`config.mk`:
```
export PLATFORM = sky130hd
export DESIGN_NAME = pib_div
export DESIGN_NICKNAME = d
export VERILOG_FILES = /design/src/pib_pkg.sv /design/src/pib_div.sv
export SDC_FILE = /design/constraint.sdc
export NUM_CORES = 2
export LEC_CHECK = 0
export BUFFER_PORTS_ARGS = -buffer_cell sky130_fd_sc_hd__buf_2
export CAP_MARGIN = 20
export CORE_MARGIN = 4
export CORE_UTILIZATION = 46
export DETAILED_ROUTE_END_ITERATION = 16
export HOLD_SLACK_MARGIN = 0.08
export PLACE_DENSITY_LB_ADDON = 0.12
export SLEW_MARGIN = 20
export SYNTH_ARGS = -nofsm -noshare
export SYNTH_HDL_FRONTEND = slang
export SYNTH_SLANG_ARGS = --single-unit
```
`constraint.sdc`:
```
create_clock -name clk -period 3.24 [get_ports clk]
set_input_delay 0.324 -clock clk [delete_from_list [all_inputs] [get_ports clk]]
set_output_delay 0.324 -clock clk [all_outputs]
set_load 0.01 [all_outputs]
```
`src/pib_pkg.sv`:
```
// Shared constants and types for the particle integrate and bounce block.
`default_nettype none
package pib_pkg;

  localparam int POS_W  = 24;   // Q15.8 position and velocity
  localparam int SQ_IW  = 64;   // radicand width of the speed magnitude root
  localparam int SQ_OW  = SQ_IW / 2;
  localparam int DIV_QW = 25;   // quotient bits of the rescale and color dividers
  localparam int VEL_DW = 56;   // dividend width of the velocity rescale
  localparam int COL_DW = 40;   // dividend width of the color fraction
  localparam int MAX_W  = 23;

  typedef enum logic [2:0] {
    CFG_TIME_SCALE    = 3'd0,
    CFG_GRAVITY_ACCEL = 3'd1,
    CFG_MAX_SPEED     = 3'd2,
    CFG_BOUND_X       = 3'd3,
    CFG_BOUND_Y       = 3'd4,
    CFG_GRAVITY_ON    = 3'd5,
    CFG_SLOW_COLOR    = 3'd6,
    CFG_FAST_COLOR    = 3'd7
  } cfg_idx_t;

endpackage
`default_nettype wire

```
`src/pib_div.sv`:
```
// Pipelined restoring divider, one quotient bit per stage.
`default_nettype none
module pib_div
  import pib_pkg::*;
#(
  parameter int DW = VEL_DW,
  parameter int VW = SQ_OW,
  parameter int QW = DIV_QW
) (
  input  wire logic          clk,
  input  wire logic          en,
  input  wire logic [DW-1:0] dividend,
  input  wire logic [VW-1:0] divisor,
  output logic [QW-1:0]      quotient
);

  logic [VW-1:0] rem_r [QW];
  logic [QW-1:0] quo_r [QW];
  logic [QW-1:0] lo_r  [QW];
  logic [VW-1:0] dvs_r [QW];

  logic [VW-1:0] rem_in [QW];
  logic [QW-1:0] quo_in [QW];
  logic [QW-1:0] lo_in  [QW];
  logic [VW-1:0] dvs_in [QW];

  for (genvar k = 0; k < QW; k++) begin : g_stage
    logic [VW:0] trial;
    logic        ge;

    if (k == 0) begin : g_first
      // valid only when the quotient fits QW bits; callers guarantee that
      assign rem_in[k] = VW'(dividend >> QW);
      assign quo_in[k] = '0;
      assign lo_in[k]  = dividend[QW-1:0];
      assign dvs_in[k] = divisor;
    end else begin : g_next
      assign rem_in[k] = rem_r[k-1];
      assign quo_in[k] = quo_r[k-1];
      assign lo_in[k]  = lo_r[k-1];
      assign dvs_in[k] = dvs_r[k-1];
    end

    assign trial = {rem_in[k], lo_in[k][QW-1]};
    assign ge    = (trial >= {1'b0, dvs_in[k]});

    always_ff @(posedge clk) begin
      if (en) begin
        rem_r[k] <= ge ? VW'(trial - {1'b0, dvs_in[k]}) : VW'(trial);
        quo_r[k] <= {quo_in[k][QW-2:0], ge};
        lo_r[k]  <= lo_in[k] << 1;
        dvs_r[k] <= dvs_in[k];
      end
    end
  end

  assign quotient = quo_r[QW-1];

endmodule
`default_nettype wire
```
==> run_results.csv <==
group,metric,value,unit
synth,ys_warn_count,0,
floorplanning,die-width,506.7,µm
grt,grt_overflow,0,
sta,fmaxAchievable,266.5,MHz
sta,drv_slew,0,
placement,dp_hpwl,221700,µm
grt,grt_pass1_wl,462200,µm
critical_path,arrival,4390,ps
synth,synth_top_area_share,56.72,%
layout,multi_input_area,51760,µm²
layout,seqCellArea,64890,µm²
floorplanning,rows,182,
sta,tightest_slew,747.1,ps
floorplanning,pin_count,115,
run,maxCapViolCount,0,
synth,syn_nets,10690,
cts,cts.sinks,2161,
floorplanning,dieHeight,506.7,µm
synth,async_flop_share,0,%
cts,cts_tree,"done",
sta,final_hold_viol_count,0,
route,drc,0,
route,drt_iter0_markers,5111,
route,num_vias,83870,
layout,drive_above_1_share,31.59,%
cts,ctsHtreeMaxLevel,4,
cts,cts_root_buf,"clkbuf_16",
critical_path,end_kind,"register",
grt,grt_use_total,22.82,%
synth,yosysUniqueCellTypes,92,
route,drtAntennaViolNets,0,
synth,avgSynthCellArea,11.71,µm²
sta,worst_slack,-512.7,ps
critical_path,critPathKind,"register to register",
floorplanning,core-area,246600,µm²
route,firstDrtPassIters,6,
sta,fin_skew,87.04,ps
sta,relSlewSlack,50.19,%
critical_path,worstSetupStartpointType,"register",
route,wire_per_inst,20.14,µm
sta,min_period_over_period,115.8,%
floorplanning,die_area,256800,µm²
synth,synth_area_leaders,"edfxtp_1, ha_1, a21oi_1, inv_1, o21ai_0",
power,p_per_area,1050,nW/µm²
cts,clk_pin_slew_worst_paths,60,ps
sta,rsz0062_at_grt,"true",
sta,min_period,3753,ps
grt,antenna_found_initial,4,
synth,synth_common_cells,"edfxtp_1, inv_1, a21oi_1",
cts,cts_made_buffers,232,
synth,yosysMostFrequentCell,"edfxtp_1",
worst_hold_path,hold_class,"input port to register",
cts,clk_latency,930,ps
status,outcome,"finished with violations",
cts,clk_path_buf_depth,3,
power,ir_worst_vdd,0.0006699,V
route,drt-total-wl,315400,µm
sta,setup_violations,543,
synth,syn_area,114400,µm²
placement,dp_slack,-936.6,ps
synth,yosys.area.top_type,"edfxtp_1",
layout,final_util,62.07,%
critical_path,cp_max_fo,5,
status,failed_checks,"setup timing",
layout,fillers,19280,
synth,syn_inst,9772,
synth,synthFlopType,"edfxtp_1",
synth,synth.ff_latch_count,2161,
route,vias_per_cell,5.354,
grt,grt_pass1_vias,83600,
synth,synth-edff-count,2161,
critical_path,critical_path_required,3870,ps
layout,nets,13070,
placement,port-buffer-count,114,
grt,grt_max_degree,120,
synth,seq_area_frac_synth,56.72,%
power,leakage,64.42,nW
floorplanning,initial_core_util,46.39,%
layout,area_growth,33.80,%
placement,gp_congestion,0.9252,
==> registers in the layout (all words and copies together) (netlist names) <==
name / cells
rem_r: 768
quo_r: 325
dvs_r: 768
lo_r: 300
==> final cells by class <==
cell class	count	share of cell area, %
repair buffers	2362	13.72
well taps	3312	2.707
multi-input cells	6410	33.81
clock inverters	152	1.020
clock buffers	281	3.913
flip-flops and latches	2161	42.39
diodes	2	0.003270
inverters	985	2.428
==> path summary, 6_finish.rpt <==
check	slack (ps)	startpoint	to	depth (start not counted)
worst min register to register	400	lo_r[0][175]	lo_r[1][8]	0
worst max-delay path	-510	dvs_r[2][116]	rem_r[2][140]	15
worst max register to register	-510	dvs_r[2][116]	rem_r[2][140]	15
worst min-delay path	160	dividend[1]	lo_r[0][1]	2
==> worst max-delay path, stage by stage (launching register included) <==
cell	delay, ps
edfxtp_1	410
inv_1	60
ha_1	330
a21oi_1	160
o21ai_1	140
a31oi_1	270
nor2_1	70
a2111oi_1	400
nor2_1	120
a2111o_1	300
o2111a_1	280
a2111oi_4	270
buf_4	210
buf_12	150
inv_4	40
mux2_2	250
==> routing by layer <==
layer	up-vias	part of all wire [%]	GRT usage, %
li1	40660	-	-
met1	40650	38	25.41
met2	1799	54	43.31
met3	754	3.2	2.649
met4	0	5.4	10.39
met5	-	0	0
==> where the power goes <==
| part | total (mW) | switching [mW] | internal [mW] |
|---|---|---|---|
| clock network | 26.1 | 11.4 | 14.7 |
| registers | 45.6 | 4.79 | 40.8 |
| logic | 88.9 | 44.2 | 44.8 |
| total | 161 | 60.4 | 100 |
==> layout by cell type, fill, tap and decap left out, types with 285 or more instances in the layout <==
| cell type | synthesis | final |
|---|---|---|
| a21o_1 | 412 | 412 |
| xnor2_1 | 365 | 362 |
| o21ai_0 | 666 | 349 |
| ha_1 | 800 | 701 |
| edfxtp_1 | 2161 | 2161 |
| nand2_1 | 715 | 606 |
| xor2_1 | 287 | 285 |
| inv_1 | 984 | 934 |
| nor2_1 | 545 | 443 |
| a21oi_1 | 812 | 667 |
| buf_4 | 1 | 1829 |
==> per-stage QoR <==
stage                     instances  hold WS [ps]  setup TNS (ps)  instance area (µm²)  power (mW)
after detailed placement      14680         404.5         -288570               132100       112.8
final                         15670         157.8         -112540               153100       160.7
after floorplan                9772         400.3           -2745               114700       85.99
after global placement        14680         400.3         -265130               132100       111.8
after CTS                     15400         82.11         -137510               145700       148.8
after global routing          15670         112.9         -183470               153100       170.1
==> cells by family after synthesis <==
group	count (synthesis)	synth area share, %
mux	260	2.539
xor+xnor	652	4.991
buf+inv	1201	4.005
fa+ha+maj	824	9.169
flops	2161	56.72
simple gates	2079	8.482
compound gates	2595	14.09
==> what timing repair did <==
item / 4_1_cts / 5_1_grt
endpoints found under the setup margin: 759 / 786
hold endpoints to repair: 113 / 0
hold buffers: 105 / 0
gates resized for setup: 720 / 1262
pin swaps: 236 / 446
cloned: 40 / 57
setup buffers: 162 / 265
No activity file was read; power rests on OpenSTA's default activity.
